==> config.mk <==
export PLATFORM = sky130hd
export DESIGN_NAME = pnm_header_parser_top
export DESIGN_NICKNAME = d
export VERILOG_FILES = /design/src/rtl/pnmh_pkg.sv /design/src/rtl/pnmh_parse.sv /design/src/rtl/pnm_header_parser_top.sv
export SDC_FILE = /design/constraint.sdc
export NUM_CORES = 1
export LEC_CHECK = 0
export BUFFER_PORTS_ARGS = -buffer_cell sky130_fd_sc_hd__buf_2
export CAP_MARGIN = 20
export CORE_UTILIZATION = 35
export DETAILED_ROUTE_END_ITERATION = 8
export GPL_ROUTABILITY_DRIVEN = 0
export PLACE_DENSITY = 0.54
export SLEW_MARGIN = 20
export SYNTH_ARGS = -nofsm -noshare
export SYNTH_HDL_FRONTEND = slang
export SYNTH_HIERARCHICAL = 1
export SYNTH_SLANG_ARGS = --single-unit
==> constraint.sdc <==
create_clock -name clk -period 8.91 [get_ports clk]
set_input_delay 0.891 -clock clk [delete_from_list [all_inputs] [get_ports clk]]
set_output_delay 0.891 -clock clk [all_outputs]
set_load 0.02 [all_outputs]
==> src/rtl/pnmh_pkg.sv <==
package pnmh_pkg;

	localparam int unsigned ValW = 31;
	localparam int unsigned LenW = 32;

	localparam logic [ValW-1:0] VAL_MAX = {ValW{1'b1}};

	localparam logic [7:0] CH_P     = 8'h50;
	localparam logic [7:0] CH_HASH  = 8'h23;
	localparam logic [7:0] CH_SPACE = 8'h20;
	localparam logic [7:0] CH_TAB   = 8'h09;
	localparam logic [7:0] CH_LF    = 8'h0A;
	localparam logic [7:0] CH_CR    = 8'h0D;
	localparam logic [7:0] CH_ZERO  = 8'h30;
	localparam logic [7:0] CH_ONE   = 8'h31;
	localparam logic [7:0] CH_SIX   = 8'h36;
	localparam logic [7:0] CH_NINE  = 8'h39;

	localparam logic [2:0] MAGIC_NONE = 3'd0;
	localparam logic [2:0] MAGIC_P1   = 3'd1;
	localparam logic [2:0] MAGIC_P3   = 3'd3;
	localparam logic [2:0] MAGIC_P4   = 3'd4;
	localparam logic [2:0] MAGIC_P6   = 3'd6;

	typedef enum logic [1:0] {
		ST_OK        = 2'd0,
		ST_BAD_MAGIC = 2'd1,
		ST_MAXV_ZERO = 2'd2,
		ST_TOO_LARGE = 2'd3
	} status_t;

	typedef enum logic [1:0] {
		KIND_BOOL   = 2'd0,
		KIND_BYTE   = 2'd1,
		KIND_UINT16 = 2'd2,
		KIND_UINT32 = 2'd3
	} kind_t;

	localparam logic [5:0] BITS_NONE = 6'd0;
	localparam logic [5:0] BITS_1    = 6'd1;
	localparam logic [5:0] BITS_8    = 6'd8;
	localparam logic [5:0] BITS_16   = 6'd16;
	localparam logic [5:0] BITS_24   = 6'd24;
	localparam logic [5:0] BITS_32   = 6'd32;

	localparam logic [1:0] COMPS_NONE = 2'd0;
	localparam logic [1:0] COMPS_GRAY = 2'd1;
	localparam logic [1:0] COMPS_RGB  = 2'd3;

	typedef enum logic [9:0] {
		PH_IDLE   = 10'b00_0000_0001,
		PH_M0     = 10'b00_0000_0010,
		PH_M1     = 10'b00_0000_0100,
		PH_M2     = 10'b00_0000_1000,
		PH_SKIP_W = 10'b00_0001_0000,
		PH_NUM_W  = 10'b00_0010_0000,
		PH_SKIP_H = 10'b00_0100_0000,
		PH_NUM_H  = 10'b00_1000_0000,
		PH_SKIP_M = 10'b01_0000_0000,
		PH_NUM_M  = 10'b10_0000_0000
	} phase_t;

	typedef struct packed {
		status_t         status;
		logic [2:0]      magic_number;
		logic [ValW-1:0] image_width;
		logic [ValW-1:0] image_height;
		logic [ValW-1:0] max_value;
		logic [1:0]      components;
		logic [5:0]      bits_per_sample;
		kind_t           pixel_kind;
		logic [LenW-1:0] header_length;
	} result_t;

endpackage

==> src/rtl/pnmh_parse.sv <==
module pnmh_parse
	import pnmh_pkg::*;
(
	input  logic       clk,
	input  logic       arst_n,
	input  logic       step,
	input  logic [7:0] data_byte,
	input  logic       start_of_file,
	output logic       emit,
	output result_t    res
);

	phase_t          phase_q, ph, ph_n;
	logic            comment_q, cm, cm_n;
	logic [ValW-1:0] acc_q, acc, acc_n;
	logic [ValW-1:0] wd_q, wd, wd_n;
	logic [ValW-1:0] ht_q, ht, ht_n;
	logic [2:0]      mg_q, mg, mg_n;
	logic            ovf_q, ovf, ovf_n;
	logic            bad_q, bad, bad_n;
	logic [LenW-1:0] cnt_q, cnt, cnt_n;

	logic            is_dig, is_ws, is_eol, is_hash, is_other, bitmap;
	logic [34:0]     prod;
	logic [ValW-1:0] acc_dig, endv, mv;
	logic            ovf_dig, fin_w, fin_h, fin_m, casc_h, casc_m, in_num;
	logic            ws_end, bad_res;
	status_t         st;

	assign is_dig   = (data_byte >= CH_ZERO) && (data_byte <= CH_NINE);
	assign is_eol   = (data_byte == CH_LF) || (data_byte == CH_CR);
	assign is_ws    = is_eol || (data_byte == CH_SPACE) || (data_byte == CH_TAB);
	assign is_hash  = (data_byte == CH_HASH);
	assign is_other = !is_dig && !is_ws && !is_hash;

	always_comb begin
		ph  = start_of_file ? PH_M0 : phase_q;
		cm  = start_of_file ? 1'b0 : comment_q;
		acc = start_of_file ? '0 : acc_q;
		wd  = start_of_file ? '0 : wd_q;
		ht  = start_of_file ? '0 : ht_q;
		mg  = start_of_file ? MAGIC_NONE : mg_q;
		ovf = start_of_file ? 1'b0 : ovf_q;
		bad = start_of_file ? 1'b0 : bad_q;
		cnt = start_of_file ? '0 : cnt_q;
	end

	// multiply by ten and add the digit
	assign prod = {1'b0, endv, 3'b000} + {3'b000, endv, 1'b0}
		+ {31'd0, data_byte[3:0]};
	assign ovf_dig = (prod[34:31] != 4'd0);
	assign acc_dig = ovf_dig ? VAL_MAX : prod[ValW-1:0];

	assign bitmap = (mg == MAGIC_P1) || (mg == MAGIC_P4);
	assign in_num = (ph == PH_NUM_W) || (ph == PH_NUM_H) || (ph == PH_NUM_M);
	assign endv   = in_num ? acc : '0;
	assign fin_w  = ((ph == PH_NUM_W) && !is_dig) || ((ph == PH_SKIP_W) && !cm && is_other);
	assign fin_h  = ((ph == PH_NUM_H) && !is_dig) || ((ph == PH_SKIP_H) && !cm && is_other);
	assign fin_m  = ((ph == PH_NUM_M) && !is_dig) || ((ph == PH_SKIP_M) && !cm && is_other);

	always_comb begin
		ph_n    = ph;
		cm_n    = cm;
		acc_n   = acc;
		wd_n    = wd;
		ht_n    = ht;
		mg_n    = mg;
		ovf_n   = ovf;
		bad_n   = bad;
		cnt_n   = cnt;
		emit    = 1'b0;
		st      = ST_OK;
		mv      = '0;
		ws_end  = 1'b0;
		bad_res = 1'b0;
		casc_h  = 1'b0;
		casc_m  = 1'b0;
		if (ph != PH_IDLE) begin
			cnt_n = (cnt == {LenW{1'b1}}) ? cnt : cnt + 32'd1;
		end
		unique case (ph)
			PH_IDLE: begin
			end
			PH_M0: begin
				bad_n = (data_byte != CH_P);
				ph_n  = PH_M1;
			end
			PH_M1: begin
				if ((data_byte >= CH_ONE) && (data_byte <= CH_SIX)) begin
					mg_n = data_byte[2:0];
				end else begin
					bad_n = 1'b1;
				end
				ph_n = PH_M2;
			end
			PH_M2: begin
				if (bad || !is_ws) begin
					bad_n   = 1'b1;
					mg_n    = MAGIC_NONE;
					wd_n    = '0;
					ht_n    = '0;
					emit    = 1'b1;
					bad_res = 1'b1;
					st      = ST_BAD_MAGIC;
					ph_n    = PH_IDLE;
				end else begin
					ph_n = PH_SKIP_W;
				end
			end
			PH_SKIP_W, PH_SKIP_H, PH_SKIP_M: begin
				if (cm) begin
					if (is_eol) begin
						cm_n = 1'b0;
					end
				end else if (is_hash) begin
					cm_n = 1'b1;
				end else if (is_dig) begin
					acc_n = acc_dig;
					ovf_n = ovf || ovf_dig;
					ph_n  = (ph == PH_SKIP_W) ? PH_NUM_W :
						(ph == PH_SKIP_H) ? PH_NUM_H : PH_NUM_M;
				end
			end
			PH_NUM_W, PH_NUM_H, PH_NUM_M: begin
				if (is_dig) begin
					acc_n = acc_dig;
					ovf_n = ovf || ovf_dig;
				end
			end
			default: begin
				ph_n = PH_IDLE;
			end
		endcase

		// a number ends; an unexpected byte closes every later number as zero
		if (fin_w) begin
			wd_n = endv;
			if (is_other) begin
				casc_h = 1'b1;
			end else begin
				ph_n = PH_SKIP_H;
				cm_n = is_hash;
			end
		end
		if (fin_h || casc_h) begin
			ht_n = fin_h ? endv : '0;
			if (bitmap) begin
				emit   = 1'b1;
				st     = ovf ? ST_TOO_LARGE : ST_OK;
				mv     = {{(ValW-1){1'b0}}, 1'b1};
				ws_end = is_ws;
				ph_n   = PH_IDLE;
			end else if (is_other) begin
				casc_m = 1'b1;
			end else begin
				ph_n = PH_SKIP_M;
				cm_n = is_hash;
			end
		end
		if (fin_m || casc_m) begin
			mv     = fin_m ? endv : '0;
			emit   = 1'b1;
			st     = (mv == '0) ? ST_MAXV_ZERO : (ovf ? ST_TOO_LARGE : ST_OK);
			ws_end = is_ws;
			ph_n   = PH_IDLE;
		end
	end

	always_comb begin
		res.status          = st;
		res.magic_number    = mg_n;
		res.image_width     = wd_n;
		res.image_height    = ht_n;
		res.max_value       = mv;
		res.components      = COMPS_NONE;
		res.bits_per_sample = BITS_NONE;
		res.pixel_kind      = KIND_BOOL;
		if (bad_res) begin
			res.header_length = '0;
		end else if (ws_end && (cnt != {LenW{1'b1}})) begin
			res.header_length = cnt + 32'd1;
		end else begin
			res.header_length = cnt;
		end
		if (st == ST_OK) begin
			res.components = ((mg == MAGIC_P3) || (mg == MAGIC_P6)) ? COMPS_RGB : COMPS_GRAY;
			priority if (bitmap) begin
				res.bits_per_sample = BITS_1;
				res.pixel_kind      = KIND_BOOL;
			end else if (mv[ValW-1:8] == '0) begin
				res.bits_per_sample = BITS_8;
				res.pixel_kind      = KIND_BYTE;
			end else if (mv[ValW-1:16] == '0) begin
				res.bits_per_sample = BITS_16;
				res.pixel_kind      = KIND_UINT16;
			end else if (mv[ValW-1:24] == '0) begin
				res.bits_per_sample = BITS_24;
				res.pixel_kind      = KIND_UINT32;
			end else begin
				res.bits_per_sample = BITS_32;
				res.pixel_kind      = KIND_UINT32;
			end
		end
	end

	always_ff @(posedge clk or negedge arst_n) begin
		if (!arst_n) begin
			phase_q   <= PH_IDLE;
			comment_q <= 1'b0;
			acc_q     <= '0;
			wd_q      <= '0;
			ht_q      <= '0;
			mg_q      <= MAGIC_NONE;
			ovf_q     <= 1'b0;
			bad_q     <= 1'b0;
			cnt_q     <= '0;
		end else if (step) begin
			phase_q   <= ph_n;
			comment_q <= cm_n;
			acc_q     <= acc_n;
			wd_q      <= wd_n;
			ht_q      <= ht_n;
			mg_q      <= mg_n;
			ovf_q     <= ovf_n;
			bad_q     <= bad_n;
			cnt_q     <= cnt_n;
		end
	end

endmodule

==> src/rtl/pnm_header_parser_top.sv <==
// channel   direction  handshake                   payload
// byte      in         byte_valid / byte_ready     data_byte, start_of_file
// result    out        result_valid / result_ready status .. header_length
//
// one byte per cycle sustained while no stalled result holds back a byte; a result
// passes the input register, then the result register, after its byte is accepted
// the parse state loop runs combinationally from the byte register to the state registers
// arst_n clears the parser to waiting for a start byte and empties both registers
// a stalled result blocks only bytes that would produce another result

module pnm_header_parser_top
	import pnmh_pkg::*;
(
	input  logic            clk,
	input  logic            arst_n,
	input  logic            byte_valid,
	output logic            byte_ready,
	input  logic [7:0]      data_byte,
	input  logic            start_of_file,
	output logic            result_valid,
	input  logic            result_ready,
	output logic [1:0]      status,
	output logic [2:0]      magic_number,
	output logic [ValW-1:0] image_width,
	output logic [ValW-1:0] image_height,
	output logic [ValW-1:0] max_value,
	output logic [1:0]      components,
	output logic [5:0]      bits_per_sample,
	output logic [1:0]      pixel_kind,
	output logic [LenW-1:0] header_length
);

	logic       valid_s1;
	logic [7:0] byte_s1;
	logic       sof_s1;
	logic       out_valid_q;
	result_t    res_q;
	result_t    res;
	logic       emit;
	logic       adv;

	assign adv        = valid_s1 && (!emit || !out_valid_q || result_ready);
	assign byte_ready = !valid_s1 || adv;

	pnmh_parse u_parse (
		.clk           (clk),
		.arst_n        (arst_n),
		.step          (adv),
		.data_byte     (byte_s1),
		.start_of_file (sof_s1),
		.emit          (emit),
		.res           (res)
	);

	always_ff @(posedge clk or negedge arst_n) begin
		if (!arst_n) begin
			valid_s1 <= 1'b0;
		end else if (byte_ready) begin
			valid_s1 <= byte_valid;
		end
	end

	always_ff @(posedge clk) begin
		if (byte_ready && byte_valid) begin
			byte_s1 <= data_byte;
			sof_s1  <= start_of_file;
		end
	end

	always_ff @(posedge clk or negedge arst_n) begin
		if (!arst_n) begin
			out_valid_q <= 1'b0;
		end else if (adv && emit) begin
			out_valid_q <= 1'b1;
		end else if (result_ready) begin
			out_valid_q <= 1'b0;
		end
	end

	always_ff @(posedge clk) begin
		if (adv && emit) begin
			res_q <= res;
		end
	end

	assign result_valid    = out_valid_q;
	assign status          = res_q.status;
	assign magic_number    = res_q.magic_number;
	assign image_width     = res_q.image_width;
	assign image_height    = res_q.image_height;
	assign max_value       = res_q.max_value;
	assign components      = res_q.components;
	assign bits_per_sample = res_q.bits_per_sample;
	assign pixel_kind      = res_q.pixel_kind;
	assign header_length   = res_q.header_length;

endmodule

# == Yosys cells after proc, flatten, opt, wreduce, memory -nomap -nowiden ==
# Cells that the tools add are included.
# word_totals
output_inout_bits,142
reg_bits,292
inputBits,13
# op_classes
order_cmp,4
eq_ne,23
bitwise_logic,1
reduce_logical,54
muxes,87
add_sub_neg,3
# ops
operator,n
$mux W31,18
$mux W32,4
$mux W10,12
$pmux W31 S2,1
$pmux W10 S5,1
$add A34 B32 Y35,1
$add A35 B4 Y35,1
$mux W1,33
$add A32 B1 Y32 const B,1
$eq A32 B32 Y1 const B,1
$ne A32 B32 Y1 const B,1
$logic_not A31 Y1,1
$eq A8 B4 Y1 const B,3
$logic_not A23 Y1,1
$logic_and A1 B1 Y1,17
$logic_or A1 B1 Y1,17
$eq A8 B6 Y1 const B,2
$ge A8 B6 Y1 const B,2
$le A8 B6 Y1 const B,2
$logic_not A15 Y1,1
$mux W2,7
$mux W3,4
$eq A10 B1 Y1 const B,1
$eq A10 B10 Y1 const B,1
other kinds (29),39

# == Logic depth before layout (Yosys ltp) ==
# logic_depth
ltp_word,20
depth_mapped,21
depth_no_buf,18

# == Modules after synthesis ==
# The synthesis kept the hierarchy.
# by_module_without_submodules
mod,seq_area_each_um2,area_each_um2,n_inst,cells_per_inst
pnmh_parse,3529.6,11751.3,1,1543
pnm_header_parser_top,4524.3,4580.6,1,159

# == Least setup slack after synthesis ==
# No wires, ideal clock.
# synth_path
path_type,flip-flop to flip-flop
start,reg u_parse.phase_q[5]
end,"reg res_q (netlist bit bits_per_sample[0]), enable pin"
path_buffers,4
period_less_slack_ns,9.200
setup_ns,0.641
path_slack_ns,-0.290
t_arrival_ns,8.558
path_stages_with_launch,12
required_ns,8.269
path_cell_list,dfrtp_1 -> buf_4 -> or4_4 -> and2_4 -> or4b_1 -> buf_2 -> or3_1 -> clkbuf_2 -> clkbuf_1 -> nand2_1 -> nand2_1 -> nor2_1
# synth_via
elab_chain_len,15
word_cells_on_any_way,33
classes_between,7 x eq/ne; 7 x mux; 19 x reduce/logical
# synth_lines
item,line,text
start: declaration,pnmh_parse.sv:13,"phase_t phase_q, ph, ph_n;"
start signal: assignment,pnmh_parse.sv:218,phase_q <= ph_n;
$mux W10 (*),pnmh_parse.sv:37,ph = start_of_file ? PH_M0 : phase_q;
$eq A10 B5 Y1,pnmh_parse.sv:57,assign fin_w = ((ph == PH_NUM_W) && !is_dig) || ((ph == PH_SKIP_W) && !cm && is_other);
$logic_and A1 B1 Y1 (2 in a row),pnmh_parse.sv:57,
$logic_or A1 B1 Y1,pnmh_parse.sv:57,
$mux W1,pnmh_parse.sv:136,if (fin_w) begin
$logic_or A1 B1 Y1,pnmh_parse.sv:145,if (fin_h || casc_h) begin
$mux W1,pnmh_parse.sv:145,
$logic_or A1 B1 Y1,pnmh_parse.sv:160,if (fin_m || casc_m) begin
$mux W1 (*),pnmh_parse.sv:160,
via emit,pnm_header_parser_top.sv:39,logic emit;
$logic_not A1 Y1,pnm_header_parser_top.sv:42,assign adv = valid_s1 && (!emit || !out_valid_q || result_ready);
$logic_or A1 B1 Y1 (2 in a row),pnm_header_parser_top.sv:42,
$logic_and A1 B1 Y1,pnm_header_parser_top.sv:42,
$logic_and A1 B1 Y1 (*),pnm_header_parser_top.sv:81,if (adv && emit) begin
end signal: assignment,pnm_header_parser_top.sv:82,res_q <= res;
end: declaration,pnm_header_parser_top.sv:37,result_t res_q;
# Mark *: on every way through the listed nets, which the timed path passes. The rest lies on a longest branch.
# A chain may end at the register's enable or synchronous reset.

# == Worst setup path in the final report ==
# layout_path
start,reg sof_s1
end,reg u_parse.acc_q[26]
# layout_via
elab_chain_len,14
word_cells_on_any_way,56
classes_between,2 x add/sub; 9 x eq/ne; 19 x mux; 26 x reduce/logical
# layout_lines
item,line,text
start: declaration,pnm_header_parser_top.sv:35,logic sof_s1;
start signal: assignment,pnm_header_parser_top.sv:66,sof_s1 <= start_of_file;
"parallel branches: the longest is 14 deep, another holds $add A34 B32 Y35",-,
end signal: assignment,pnmh_parse.sv:220,acc_q <= acc_n;
end: declaration,pnmh_parse.sv:15,"logic [ValW-1:0] acc_q, acc, acc_n;"
# Several ways; the timed one is not identified.

==> impl_results.md <==
* Outcome: finished clean
* Post-CTS Hold Fix Bufs at 0
* Initial antenna violation count at 0
* Worst Skew at 14.83 ps
* Synth Warn # at 6
* Register area share after synthesis at 0.4931
* Vias at approximately 14k
* CTS buffer count at 34
* Worst min path class: primary input to async pin
* Max Cap Viol at 0
* Area Overhead vs Synth at 14.85%
* Setup Buffers After CTS at 0
* Setup_tns at 0 ps
* Maximum vdd drop at ~0.11 mV
* Drt first pass iters at 6
* CTS Buffer Depth at 3
* Period utilisation layout at 0.7305
* Vias/cell at about 5.7
* Post-synth top cells: nand2_1 (227), o21ai_0 (171), edfxtp_1 (149)
* Largest net degree at the start of global routing at around 140
* Post-synthesis async set-or-reset flop share at 0.4897
* Layout cell share with drive strength beyond 1 at 0.1624
* Footprint of the multi-input gates at around 0.0077 mm2
* Fin. max-slew vios at 0
* Synth unique cells at 84
* Die height at 218.0 um
* HPWL after detailed placement at about 33000 um
* CP required at between 9000 and 10000 ps
* Routed wire per std cell at ~20 um
* Metal1 wirelength at between 20000 and 25000 um
* Final #Nets at ~1.9k
* RSZ-0062 raised after global routing: false
* Setup-failing EPs final at 0
* CTS resizes at 0
* Slew HR at 0.3021
* Clk Latency, worst-skew pair at 520 ps
* Cell count after synthesis at 1702
* Clock sinks at between 200 and 300
* Final min period at between 6000 and 7000 ps
* Flops & latches, synth at between 200 and 300
* CP Class: flip-flop to flip-flop
* Clock Pin Slew Worst Setup and Hold Paths at approximately 60 ps
* Mean post-synth cell area at between 9 and 10 um2
* Pwr dens at 158.9 mW/mm2
* Die Wd at around 220 um
* Gr ovfl total at 0
* Startpoint Class: flip-flop
* Netlist Area Pre-Place at around 0.016 mm2
* Post-DRT Antenna Nets at 0
* Routed wl met3 at 3136 um
* Top FF cell, synth: edfxtp_1
* Measured slew at the worst slew-check pin at between 1000 and 1500 ps
* Routed length on met2 at 21920 um
* Vias in the first global route at 13.25k
* Top cell type by total area after synthesis: edfxtp_1
* FF/Latch Area at about 0.008 mm2
* CORE AREA at between 0.04 and 0.05 mm2
* Io pins at between 150 and 200
* Fin. Hold Viols at 0
* # diodes at 0
* DR top layer: met4
* H-tree levels at 2
* Number of port buffers at 154
* Critical path peak fanout at 28
* Synth top area cells: edfxtp_1 (27%), dfrtp_1 (22%), o21ai_0 (5.2%)
* Die area at 0.04753 mm2
* Post-synth EDFFs at roughly 150
* Post-Layout Inst Area at 0.01876 mm2
* Post-detailed-route DRC marker count at 0
* Initial Util at 0.3576
* Synth top area share at 0.2740
* Leakage at approximately 8 nW
* Row cnt at 78
* Critical Path Sink Type: flip-flop
* Peak Freq at 153.6 MHz
* CP arrival at 6890 ps
* DP Area at about 0.018 mm2
* Power, Total at 2.980 mW
* CTS tree: done
* Top-count cell post-synth: nand2_1
* Gr usage total at 0.2041
* Clk root buf: clkbuf_16
* Post-Route WL at 48970 um
* Fillers at 4517
* First-pass GRT wire length at 76450 um
* Initial DRC count at between 1k and 1.5k
## metrics by stage
stage          setup slack [ps]  instances  hold WS, ps  utilization
6_report                   2402       2435        385.4       0.4107
5_1_grt                    1864       2435        440.3       0.4107
4_1_cts                    2475       2435        411.1       0.4105
3_5_place_dp               2489       2374        469.8       0.3868
3_3_place_gp               2593       2374        462.1       0.3868
2_1_floorplan              2032       1703        449.4            -
## critical path: stages, from the launching register on
cell	delay (ps)
edfxtp_1	350
buf_4	220
or4_1	580
nor2_1	250
o21a_1	610
buf_4	340
nand2_1	170
inv_1	130
ha_1	240
ha_1	410
a21o_1	210
a21o_1	170
a2111o_1	410
a211oi_2	460
a221oi_1	150
a221oi_1	420
nand3_2	580
a2111oi_0	570
nor3_1	110
## routing by layer
layer | GRT usage | vias up
li1 | - | 6446
met1 | 0.2931 | 6717
met2 | 0.3137 | 505
met3 | 0.03124 | 102
met4 | 0.06434 | 0
met5 | 0 | -
## flip-flops by register name, summed over array words and instances, names as in the netlist, 2 cells and up
register / flops
pixel_kind: 2
u_parse/mg_q: 3
status: 2
components: 2
bits_per_sample: 6
max_value: 31
byte_s1: 8
u_parse/wd_q: 31
magic_number: 3
u_parse/phase_q: 10
header_length: 32
image_height: 31
u_parse/acc_q: 31
image_width: 31
u_parse/ht_q: 31
u_parse/cnt_q: 32
## power by group
group	internal [mW]	switching (mW)
combinational	0.0425	0.112
sequential	1.43	0.0222
clock	0.816	0.556
total	2.29	0.690
## cell type report
type / count / share of cell area
repair buffers: 177 / 0.05150
clock inverters: 11 / 0.005937
clock buffers: 50 / 0.05183
flip-flops and latches: 292 / 0.4294
inverters: 65 / 0.01301
multi-input cells: 1240 / 0.4083
well taps: 600 / 0.04002
## cell usage in the layout (no fill, tap or decap), types with 26 or more instances in the layout
| cell type | count |
|---|---|
| a211oi_1 | 32 |
| mux2_2 | 33 |
| nor2b_1 | 32 |
| nor2_1 | 118 |
| dfrtp_1 | 142 |
| o21ai_0 | 168 |
| nand3_1 | 55 |
| o21ai_1 | 29 |
| nand4_1 | 52 |
| xnor2_1 | 29 |
| nor3_1 | 40 |
| ha_1 | 62 |
| a21oi_1 | 61 |
| nand2_1 | 227 |
| clkbuf_16 | 35 |
| edfxtp_1 | 149 |
| inv_1 | 65 |
| buf_2 | 153 |
| xor2_1 | 26 |
## logic make-up after synthesis
group / share of synthesized area
AOI/OAI and AO/OA: 0.1707
xor gates and xnor gates: 0.02950
adders and majority gates: 0.04872
buffers and inverters: 0.04298
DFF: 0.4931
muxes: 0.02398
other: 0.0002296
and+or+nand+nor: 0.1908
## path summary, 6_finish.rpt
| path | slack (ps) | depth (start not counted) | end | from |
|---|---|---|---|---|
| max | 2400 | 18 | u_parse/acc_q[26]$_DFFE_PN0P_ | sof_s1$_DFFE_PP_ |
| min | 390 | 1 | u_parse/wd_q[2]$_DFFE_PN0P_ | arst_n |
| max reg2reg | 2400 | 18 | u_parse/acc_q[26]$_DFFE_PN0P_ | sof_s1$_DFFE_PP_ |
| min reg2reg | 480 | 2 | u_parse/ht_q[20]$_DFFE_PN0P_ | u_parse/ht_q[20]$_DFFE_PN0P_ |
| max in group asynchronous | 7340 | 2 | u_parse/phase_q[3]$_DFFE_PN0P_ | arst_n |
| min in group clk | 480 | 2 | u_parse/ht_q[20]$_DFFE_PN0P_ | u_parse/ht_q[20]$_DFFE_PN0P_ |
No activity file was read; power rests on OpenSTA's default activity.
